`config.mk`:
```
export PLATFORM = sky130hd
export DESIGN_NAME = voltage_ramp_step_limiter
export DESIGN_NICKNAME = d
export VERILOG_FILES = /design/src/rtl/core/vrsl_pkg.sv /design/src/rtl/core/vrsl_addsub.sv /design/src/rtl/core/voltage_ramp_step_limiter.sv
export SDC_FILE = /design/constraint.sdc
export NUM_CORES = 1
export LEC_CHECK = 0
export BUFFER_PORTS_ARGS = -buffer_cell sky130_fd_sc_hd__buf_2
export CORE_UTILIZATION = 45
export CTS_BUF_LIST = sky130_fd_sc_hd__clkbuf_4
export CTS_CLUSTER_SIZE = 20
export DETAILED_ROUTE_END_ITERATION = 8
export HOLD_SLACK_MARGIN = 0.03
export RECOVER_POWER = 100
export SYNTH_ARGS = -nofsm -noshare
export SYNTH_HDL_FRONTEND = slang
export SYNTH_SLANG_ARGS = --single-unit
```
`constraint.sdc`:
```
create_clock -name aclk -period 8.87 [get_ports aclk]
set_input_delay 0.887 -clock aclk [delete_from_list [all_inputs] [get_ports aclk]]
set_output_delay 0.887 -clock aclk [all_outputs]
set_load 0.05 [all_outputs]
```
`src/rtl/core/vrsl_pkg.sv`:
```
package vrsl_pkg;

    localparam int TABLE_DEPTH = 16;
    localparam int TBL_AW      = $clog2(TABLE_DEPTH);
    localparam int STEP_LIMIT  = 3;

    localparam int UV_W     = 22;
    localparam int TUV_W    = 21;
    localparam int DUTY_W   = 7;
    localparam int IDX_W    = 7;
    localparam int PER_W    = 20;
    localparam int VSTEP_W  = 14;
    localparam int PROD_W   = IDX_W + VSTEP_W;
    localparam int ENT_W    = 5;
    localparam int SLOT_W   = 4;
    localparam int CFG_AW   = 3;
    localparam int CFG_DW   = 21;

    localparam logic [CFG_AW-1:0] REG_MODE        = 3'd0;
    localparam logic [CFG_AW-1:0] REG_TBL_ENTRIES = 3'd1;
    localparam logic [CFG_AW-1:0] REG_PWM_PERIOD  = 3'd2;
    localparam logic [CFG_AW-1:0] REG_VREG_MIN    = 3'd3;
    localparam logic [CFG_AW-1:0] REG_VREG_STEP   = 3'd4;
    localparam logic [CFG_AW-1:0] REG_VREG_NUM    = 3'd5;

    localparam logic CMD_LOAD    = 1'b0;
    localparam logic CMD_REQUEST = 1'b1;

    localparam logic MODE_TABLE  = 1'b0;
    localparam logic MODE_LINEAR = 1'b1;

    // operation handed to the shared add/subtract unit
    typedef struct packed {
        logic            sub;
        logic [UV_W-1:0] a;
        logic [UV_W-1:0] b;
    } vrsl_op_t;

    // flag is the carry out of an add, the borrow of a subtract
    typedef struct packed {
        logic [UV_W-1:0] value;
        logic            flag;
    } vrsl_res_t;

endpackage

```
`src/rtl/core/vrsl_addsub.sv`:
```
module vrsl_addsub (
    input  vrsl_pkg::vrsl_op_t  op,
    output vrsl_pkg::vrsl_res_t res
);
    import vrsl_pkg::*;

    logic [UV_W:0] sum;

    always_comb begin
        if (op.sub) begin
            sum = {1'b0, op.a} - {1'b0, op.b};
        end else begin
            sum = {1'b0, op.a} + {1'b0, op.b};
        end
        res.value = sum[UV_W-1:0];
        res.flag  = sum[UV_W];
    end

endmodule

```
`src/rtl/core/voltage_ramp_step_limiter.sv`:
```
// Voltage slew limiter for one supply domain.
// Input channel (s_*): a load beat writes one table slot and gives no result;
// a request beat moves the applied step toward the target, at most three
// positions per result, and gives one result beat per applied step (m_*),
// with m_last set on the final one. An unreachable request gives one beat
// with m_status set and every other field zero but m_last.
// Configuration (cfg_*): one register per beat, always ready; write only
// while no request is in flight.
// Table mode searches the entries in order, up to table_entries (at most
// TABLE_DEPTH); linear mode runs a range check, then restoring division
// unless the step size is zero. Each result then goes through step and
// multiply, then form and register. One add/subtract unit does table and
// range compares, range sums and division steps, so one request is handled
// at a time. s_ready is high only between requests; a last result may still
// wait in the output register while the next item is accepted.
// When the receiver stalls, the sequencer holds before loading the next
// result. Reset clears the applied step, the output valid flag and the
// configuration registers; table contents are undefined until loaded.
module voltage_ramp_step_limiter (
    input  logic                          aclk,
    input  logic                          aresetn,
    input  logic                          s_valid,
    output logic                          s_ready,
    input  logic                          s_cmd,
    input  logic [vrsl_pkg::SLOT_W-1:0]   s_entry_slot,
    input  logic [vrsl_pkg::TUV_W-1:0]    s_entry_uv,
    input  logic [vrsl_pkg::DUTY_W-1:0]   s_entry_duty,
    input  logic [vrsl_pkg::UV_W-1:0]     s_request_uv,
    output logic                          m_valid,
    input  logic                          m_ready,
    output logic                          m_status,
    output logic [vrsl_pkg::IDX_W-1:0]    m_step_index,
    output logic [vrsl_pkg::DUTY_W-1:0]   m_duty_pct,
    output logic [vrsl_pkg::PER_W-1:0]    m_period_out_ns,
    output logic [vrsl_pkg::UV_W-1:0]     m_actual_uv,
    output logic                          m_last,
    input  logic                          cfg_valid,
    output logic                          cfg_ready,
    input  logic [vrsl_pkg::CFG_AW-1:0]   cfg_index,
    input  logic [vrsl_pkg::CFG_DW-1:0]   cfg_data
);
    import vrsl_pkg::*;

    localparam logic [3:0] ST_IDLE   = 4'd0;
    localparam logic [3:0] ST_SEARCH = 4'd1;
    localparam logic [3:0] ST_LMUL   = 4'd2;
    localparam logic [3:0] ST_LMIN   = 4'd3;
    localparam logic [3:0] ST_LTOP   = 4'd4;
    localparam logic [3:0] ST_LCHK   = 4'd5;
    localparam logic [3:0] ST_LDIV   = 4'd6;
    localparam logic [3:0] ST_PREP   = 4'd7;
    localparam logic [3:0] ST_EMIT   = 4'd8;

    localparam logic [IDX_W:0] DEPTH_W = (IDX_W + 1)'(TABLE_DEPTH);
    localparam logic [IDX_W:0] LIMIT_W = (IDX_W + 1)'(STEP_LIMIT);

    // configuration
    logic               mode_reg;
    logic [ENT_W-1:0]   tbl_entries_reg;
    logic [PER_W-1:0]   pwm_period_reg;
    logic [TUV_W-1:0]   vreg_min_reg;
    logic [VSTEP_W-1:0] vreg_step_reg;
    logic [IDX_W-1:0]   vreg_num_reg;

    // table store, no reset
    logic [TUV_W-1:0]   tbl_uv_mem   [TABLE_DEPTH];
    logic [DUTY_W-1:0]  tbl_duty_mem [TABLE_DEPTH];

    // sequencer state
    logic [3:0]         state_reg, state_next;
    logic [IDX_W-1:0]   cur_reg, cur_next;
    logic               step_valid_reg, step_valid_next;
    logic [UV_W-1:0]    req_reg, req_next;
    logic [IDX_W-1:0]   target_reg, target_next;
    logic [IDX_W-1:0]   srch_reg, srch_next;
    logic [2:0]         bit_reg, bit_next;
    logic [UV_W-1:0]    rem_reg, rem_next;
    logic [UV_W-1:0]    top_reg, top_next;
    logic [PROD_W-1:0]  prod_reg, prod_next;
    logic               err_reg, err_next;
    logic               last_reg, last_next;
    logic               inrange_reg, inrange_next;
    logic [TUV_W-1:0]   uv_rd_reg, uv_rd_next;
    logic [DUTY_W-1:0]  duty_rd_reg, duty_rd_next;

    // output register
    logic               m_valid_reg, m_valid_next;
    logic               m_status_reg, m_status_next;
    logic [IDX_W-1:0]   m_idx_reg, m_idx_next;
    logic [DUTY_W-1:0]  m_duty_reg, m_duty_next;
    logic [PER_W-1:0]   m_period_reg, m_period_next;
    logic [UV_W-1:0]    m_uv_reg, m_uv_next;
    logic               m_last_reg, m_last_next;

    vrsl_op_t           alu_op;
    vrsl_res_t          alu_res;
    logic [IDX_W-1:0]   num_entries;
    logic [IDX_W-1:0]   nxt;
    logic [IDX_W:0]     cur_w, tgt_w;
    logic [TBL_AW-1:0]  rd_addr;
    logic [IDX_W-1:0]   mul_a;
    logic               slot_ok;
    logic               in_acc;

    vrsl_addsub u_addsub (
        .op  (alu_op),
        .res (alu_res)
    );

    assign s_ready   = (state_reg == ST_IDLE);
    assign cfg_ready = 1'b1;
    assign in_acc    = s_valid && s_ready;

    assign m_valid         = m_valid_reg;
    assign m_status        = m_status_reg;
    assign m_step_index    = m_idx_reg;
    assign m_duty_pct      = m_duty_reg;
    assign m_period_out_ns = m_period_reg;
    assign m_actual_uv     = m_uv_reg;
    assign m_last          = m_last_reg;

    always_comb begin
        if ({2'b00, tbl_entries_reg} > DEPTH_W) begin
            num_entries = DEPTH_W[IDX_W-1:0];
        end else begin
            num_entries = {2'b00, tbl_entries_reg};
        end
    end

    // next applied step: jump on the first request, else move at most the limit
    always_comb begin
        cur_w = {1'b0, cur_reg};
        tgt_w = {1'b0, target_reg};
        if (!step_valid_reg) begin
            nxt = target_reg;
        end else if (cur_w < tgt_w) begin
            nxt = (cur_w + LIMIT_W < tgt_w) ? IDX_W'(cur_w + LIMIT_W) : target_reg;
        end else begin
            nxt = (cur_w > tgt_w + LIMIT_W) ? IDX_W'(cur_w - LIMIT_W) : target_reg;
        end
    end

    assign rd_addr = (state_reg == ST_SEARCH) ? srch_reg[TBL_AW-1:0] : nxt[TBL_AW-1:0];
    assign mul_a   = (state_reg == ST_PREP) ? nxt : vreg_num_reg;
    assign slot_ok = ({{(IDX_W + 1 - SLOT_W){1'b0}}, s_entry_slot} < DEPTH_W);

    // operand select for the shared unit
    always_comb begin
        alu_op.sub = 1'b1;
        alu_op.a   = req_reg;
        alu_op.b   = '0;
        case (state_reg)
            ST_SEARCH: begin
                alu_op.b = {1'b0, tbl_uv_mem[rd_addr]};
            end
            ST_LMIN: begin
                alu_op.b = {1'b0, vreg_min_reg};
            end
            ST_LTOP, ST_EMIT: begin
                alu_op.sub = 1'b0;
                alu_op.a   = {1'b0, vreg_min_reg};
                alu_op.b   = {1'b0, prod_reg};
            end
            ST_LCHK: begin
                alu_op.a = top_reg;
                alu_op.b = req_reg;
            end
            ST_LDIV: begin
                alu_op.a = rem_reg;
                alu_op.b = {{(UV_W - VSTEP_W){1'b0}}, vreg_step_reg} << bit_reg;
            end
            default: begin
                alu_op.sub = 1'b1;
            end
        endcase
    end

    always_comb begin
        state_next      = state_reg;
        cur_next        = cur_reg;
        step_valid_next = step_valid_reg;
        req_next        = req_reg;
        target_next     = target_reg;
        srch_next       = srch_reg;
        bit_next        = bit_reg;
        rem_next        = rem_reg;
        top_next        = top_reg;
        prod_next       = prod_reg;
        err_next        = err_reg;
        last_next       = last_reg;
        inrange_next    = inrange_reg;
        uv_rd_next      = uv_rd_reg;
        duty_rd_next    = duty_rd_reg;
        m_valid_next    = m_valid_reg;
        m_status_next   = m_status_reg;
        m_idx_next      = m_idx_reg;
        m_duty_next     = m_duty_reg;
        m_period_next   = m_period_reg;
        m_uv_next       = m_uv_reg;
        m_last_next     = m_last_reg;

        if (m_valid_reg && m_ready) begin
            m_valid_next = 1'b0;
        end

        unique case (state_reg)
            ST_IDLE: begin
                if (in_acc && s_cmd == CMD_REQUEST) begin
                    req_next = s_request_uv;
                    err_next = 1'b0;
                    if (mode_reg == MODE_LINEAR) begin
                        state_next = ST_LMUL;
                    end else if (num_entries == '0) begin
                        err_next   = 1'b1;
                        state_next = ST_EMIT;
                    end else begin
                        srch_next  = '0;
                        state_next = ST_SEARCH;
                    end
                end
            end
            ST_SEARCH: begin
                if (!alu_res.flag) begin
                    target_next = srch_reg;
                    state_next  = ST_PREP;
                end else if (srch_reg == num_entries - 1'b1) begin
                    err_next   = 1'b1;
                    state_next = ST_EMIT;
                end else begin
                    srch_next = srch_reg + 1'b1;
                end
            end
            ST_LMUL: begin
                prod_next  = PROD_W'(mul_a) * PROD_W'(vreg_step_reg);
                state_next = ST_LMIN;
            end
            ST_LMIN: begin
                rem_next = alu_res.value;
                if (alu_res.flag) begin
                    err_next   = 1'b1;
                    state_next = ST_EMIT;
                end else begin
                    state_next = ST_LTOP;
                end
            end
            ST_LTOP: begin
                top_next   = alu_res.value;
                state_next = ST_LCHK;
            end
            ST_LCHK: begin
                target_next = '0;
                bit_next    = 3'(IDX_W - 1);
                if (alu_res.flag) begin
                    err_next   = 1'b1;
                    state_next = ST_EMIT;
                end else if (vreg_step_reg == '0) begin
                    state_next = ST_PREP;
                end else begin
                    state_next = ST_LDIV;
                end
            end
            ST_LDIV: begin
                if (!alu_res.flag) begin
                    rem_next             = alu_res.value;
                    target_next[bit_reg] = 1'b1;
                end
                if (bit_reg == '0) begin
                    state_next = ST_PREP;
                end else begin
                    bit_next = bit_reg - 1'b1;
                end
            end
            ST_PREP: begin
                cur_next        = nxt;
                step_valid_next = 1'b1;
                last_next       = (nxt == target_reg);
                prod_next       = PROD_W'(mul_a) * PROD_W'(vreg_step_reg);
                inrange_next    = ({1'b0, nxt} < DEPTH_W);
                uv_rd_next      = tbl_uv_mem[rd_addr];
                duty_rd_next    = tbl_duty_mem[rd_addr];
                state_next      = ST_EMIT;
            end
            ST_EMIT: begin
                // hold until the output register is free
                if (!m_valid_reg || m_ready) begin
                    m_valid_next = 1'b1;
                    if (err_reg) begin
                        m_status_next = 1'b1;
                        m_idx_next    = '0;
                        m_duty_next   = '0;
                        m_period_next = '0;
                        m_uv_next     = '0;
                        m_last_next   = 1'b1;
                        state_next    = ST_IDLE;
                    end else begin
                        m_status_next = 1'b0;
                        m_idx_next    = cur_reg;
                        m_last_next   = last_reg;
                        if (mode_reg == MODE_LINEAR) begin
                            m_duty_next   = '0;
                            m_period_next = '0;
                            m_uv_next     = alu_res.value;
                        end else begin
                            m_period_next = pwm_period_reg;
                            m_duty_next   = inrange_reg ? duty_rd_reg : '0;
                            m_uv_next     = inrange_reg ? {1'b0, uv_rd_reg} : '0;
                        end
                        state_next = last_reg ? ST_IDLE : ST_PREP;
                    end
                end
            end
            default: begin
                state_next = ST_IDLE;
            end
        endcase
    end

    always_ff @(posedge aclk) begin
        if (!aresetn) begin
            state_reg      <= ST_IDLE;
            cur_reg        <= '0;
            step_valid_reg <= 1'b0;
            m_valid_reg    <= 1'b0;
        end else begin
            state_reg      <= state_next;
            cur_reg        <= cur_next;
            step_valid_reg <= step_valid_next;
            m_valid_reg    <= m_valid_next;
        end
    end

    always_ff @(posedge aclk) begin
        req_reg      <= req_next;
        target_reg   <= target_next;
        srch_reg     <= srch_next;
        bit_reg      <= bit_next;
        rem_reg      <= rem_next;
        top_reg      <= top_next;
        prod_reg     <= prod_next;
        err_reg      <= err_next;
        last_reg     <= last_next;
        inrange_reg  <= inrange_next;
        uv_rd_reg    <= uv_rd_next;
        duty_rd_reg  <= duty_rd_next;
        m_status_reg <= m_status_next;
        m_idx_reg    <= m_idx_next;
        m_duty_reg   <= m_duty_next;
        m_period_reg <= m_period_next;
        m_uv_reg     <= m_uv_next;
        m_last_reg   <= m_last_next;
    end

    always_ff @(posedge aclk) begin
        if (in_acc && s_cmd == CMD_LOAD && slot_ok) begin
            tbl_uv_mem[s_entry_slot[TBL_AW-1:0]]   <= s_entry_uv;
            tbl_duty_mem[s_entry_slot[TBL_AW-1:0]] <= s_entry_duty;
        end
    end

    always_ff @(posedge aclk) begin
        if (!aresetn) begin
            mode_reg        <= MODE_TABLE;
            tbl_entries_reg <= ENT_W'(1);
            pwm_period_reg  <= '0;
            vreg_min_reg    <= '0;
            vreg_step_reg   <= VSTEP_W'(1);
            vreg_num_reg    <= '0;
        end else if (cfg_valid && cfg_ready) begin
            case (cfg_index)
                REG_MODE:        mode_reg        <= cfg_data[0];
                REG_TBL_ENTRIES: tbl_entries_reg <= cfg_data[ENT_W-1:0];
                REG_PWM_PERIOD:  pwm_period_reg  <= cfg_data[PER_W-1:0];
                REG_VREG_MIN:    vreg_min_reg    <= cfg_data[TUV_W-1:0];
                REG_VREG_STEP:   vreg_step_reg   <= cfg_data[VSTEP_W-1:0];
                REG_VREG_NUM:    vreg_num_reg    <= cfg_data[IDX_W-1:0];
                default: begin
                end
            endcase
        end
    end

    a_reset_clears_out: assert property (@(posedge aclk) !aresetn |=> !m_valid)
        else $error("output valid not cleared by reset");

    a_error_beat: assert property (@(posedge aclk) disable iff (!aresetn)
        (m_valid && m_status) |-> (m_last && m_step_index == '0 && m_actual_uv == '0))
        else $error("error beat carries a step");

    a_step_held: assert property (@(posedge aclk) disable iff (!aresetn)
        (state_reg != ST_PREP) |=> $stable(cur_reg))
        else $error("applied step changed outside step update");

    a_step_limit: assert property (@(posedge aclk) disable iff (!aresetn)
        (state_reg == ST_PREP && step_valid_reg) |=>
        (({1'b0, cur_reg} <= {1'b0, $past(cur_reg)} + LIMIT_W) &&
         ({1'b0, cur_reg} + LIMIT_W >= {1'b0, $past(cur_reg)})))
        else $error("applied step moved beyond the slew limit");

endmodule

```
==> qor.txt <==
most frequent CP cell -> buf_4
pre-CTS setup slack -> -0.349 ns
Layout Utilization -> 0.529
critical path peak fanout -> 25
worst r2r path cells -> 37
Max Cap Violations -> 23
ANT nets after route -> 0
Cells after Synth -> 3021
fin crit period -> 8.57 ns
H-tree levels -> 4
worst min-delay path category -> input port to register
vias post-DR -> 26734
setup_tns -> 0 ns
number of port buffers -> 143
total gr overflow -> 0
endpoints failing hold -> 0
commonest non-fill, non-tap cells in the layout -> edfxtp_1, nand2_1, clkbuf_4
placed insts -> 4257
endpoints failing setup -> 0
First-pass DRT Iterations -> 6
critical path's slowest cell -> or4_4
Vias/cell -> 5.77
drt drc -> 0
antenna violations before repair -> 8
clock buffer depth -> 3
Cell Area, Synth -> 35900 um^2
Critical Path RT -> 9.59 ns
Final Cycle Share -> 0.966
critical path class -> register to register
Top-Level Pins -> 145
number of flip-flops in the largest register -> 336
Die H -> 285 um
Clock Root Buffer -> clkbuf_4
reg-to-reg critical path endpoint -> target_reg[6]$_DFFE_PP_
worst reg2reg startpoint -> target_reg[0]$_DFFE_PP_
gpl congestion -> 0.939
final net count -> 3676
worst stage delay on the critical path -> 0.49 ns
Crit. End Element -> register
Die Wd -> 285 um
commonest non-fill, non-tap cell in the layout -> edfxtp_1
share of layout cells above drive strength 1 -> 0.195
CP startpoint -> target_reg[0]$_DFFE_PP_
max-slew violations -> 674
first-pass GRT wire length -> 164000 um
Mapped Avg Cell Area -> 11.9 um^2
register area share after synthesis -> 0.581
Synth Warn # -> 0
Starting Density -> 0.455
row count -> 103
Distinct cells, synth -> 102
R2R setup slack -> 0.30 ns
syn nets -> 3255
wire length per cell -> 23.6 um
CTS tree -> done
Fmax -> 117 MHz
Worst-path clk slew -> 0.07 ns
FF+latch count, synth -> 722
failing checks -> capacitance limit, slew limit
HPWL Detailed -> 72800 um
Critical Path End -> target_reg[6]$_DFFE_PP_
slack of the critical path -> 0.299 ns
core area -> 79000 um^2
total track usage -> 0.270
outcome -> finished with violations
largest net degree at the start of global routing -> 62
worst skew pair latency -> 1.10 ns
Setup Skew -> 0.105 ns
Iter 0 DRT Violations -> 2317
worst path arrival time -> 9.29 ns
ys async rst share -> 0
Setup crit start kind -> register
number of global-route vias before repair -> 26536
Finished Layout Cells -> 4633
Inserted Clock Buffers -> 189
clock sink count -> 722
Post-synth top flop -> edfxtp_1
overall routed net length -> 109000 um
Die ar. -> 80900 um^2
EDFF count, synth -> 641
synthesis-to-layout area growth -> 16.4%
measured slew at the worst slew-check pin -> 3.05 ns
slew margin rel. -> -1.03
stage by stage:
stage	hold slack, ns	cell area [um^2]
finish	0.127	41800
detailed placement	0.445	39100
global placement	0.437	39100
floorplan	0.432	36000
global route	0.0970	41800
CTS	0.0302	41900
critical path: cells and delay by family, from the launching register on:
| family | cells | cell delay [ns] |
|---|---|---|
| AO/OA/AOI/OAI | 16 | 3.02 |
| buffers and inverters | 8 | 1.75 |
| AND/OR/NAND/NOR | 5 | 1.18 |
| multiplexers | 3 | 0.66 |
| XOR/XNOR | 3 | 0.60 |
| adder cells (fa/ha/maj) | 2 | 0.54 |
| flip-flops | 1 | 0.43 |
kinds of logic after synthesis:
| group | share of synthesized area |
|---|---|
| AND/OR/NAND/NOR | 0.132 |
| flip-flops | 0.581 |
| AO/OA/AOI/OAI | 0.116 |
| buffers and inverters | 0.0369 |
| multiplexers | 0.0481 |
| adder cells (fa/ha/maj) | 0.0648 |
| XOR/XNOR | 0.0210 |
| other | 0.000104 |
metal layers:
metal / share of wire / GRT usage / up-vias
met5: 0.00044 / 0 / -
met4: 0.037 / 0.118 / 6
met3: 0.078 / 0.0530 / 237
met2: 0.47 / 0.432 / 1108
met1: 0.41 / 0.356 / 13203
li1: - / - / 12180
timing repair:
item,in CTS,in global routing
gates cloned,2,0
hold endpoints to repair,27,0
setup endpoints to repair,41,50
buffers inserted,6,10
pin swaps,7,25
hold buffers,26,0
resized for setup,18,46
Yosys cell counts, drive strengths merged (18+ instances only):
master | number | area share
edfxtp | 641 | 0.54
nand2 | 499 | 0.052
nor2 | 165 | 0.017
a21oi | 159 | 0.022
clkbuf | 123 | 0.013
inv | 112 | 0.012
mux2i | 102 | 0.029
ha | 90 | 0.031
dfxtp | 81 | 0.045
nand3 | 76 | 0.011
and2 | 74 | 0.013
and3 | 74 | 0.013
buf | 67 | 0.012
fa | 60 | 0.033
o21ai | 59 | 0.0083
xnor2 | 57 | 0.014
a31oi | 45 | 0.0083
nor3 | 44 | 0.0063
a222oi | 39 | 0.011
mux2 | 36 | 0.011
o211ai | 35 | 0.0073
xor2 | 29 | 0.0071
a221oi | 26 | 0.0067
a311oi | 26 | 0.0063
a22o | 22 | 0.0054
nor2b | 19 | 0.0033
a211oi | 18 | 0.0041
worst min-delay path by stage:
stage / start / endpoint / slack [ns] / depth (start not counted)
after global routing: cfg_data[15] / vreg_min_reg[15]$_SDFFE_PN0P_ / 0.1 / 3
final: cfg_data[17] / pwm_period_reg[17]$_SDFFE_PN0P_ / 0.13 / 3
after CTS: cfg_data[17] / pwm_period_reg[17]$_SDFFE_PN0P_ / 0.03 / 3
after floorplan: pwm_period_reg[0]$_SDFFE_PN0P_ / pwm_period_reg[0]$_SDFFE_PN0P_ / 0.43 / 2
after global placement: pwm_period_reg[3]$_SDFFE_PN0P_ / pwm_period_reg[3]$_SDFFE_PN0P_ / 0.44 / 2
after detailed placement: pwm_period_reg[14]$_SDFFE_PN0P_ / pwm_period_reg[14]$_SDFFE_PN0P_ / 0.45 / 2
cell type report:
type	instances	area, um^2
antenna	6	15.0
clock buffer	268	2010
clock inverter	58	313
fill	7000	37200
inverter	114	428
multi-input combinational	1996	14200
sequential	722	20900
tap	1050	1310
timing repair buffer	419	2690
Power is not shown: default switching activity piles up to over one toggle a cycle in this logic, so the estimate is an artifact.
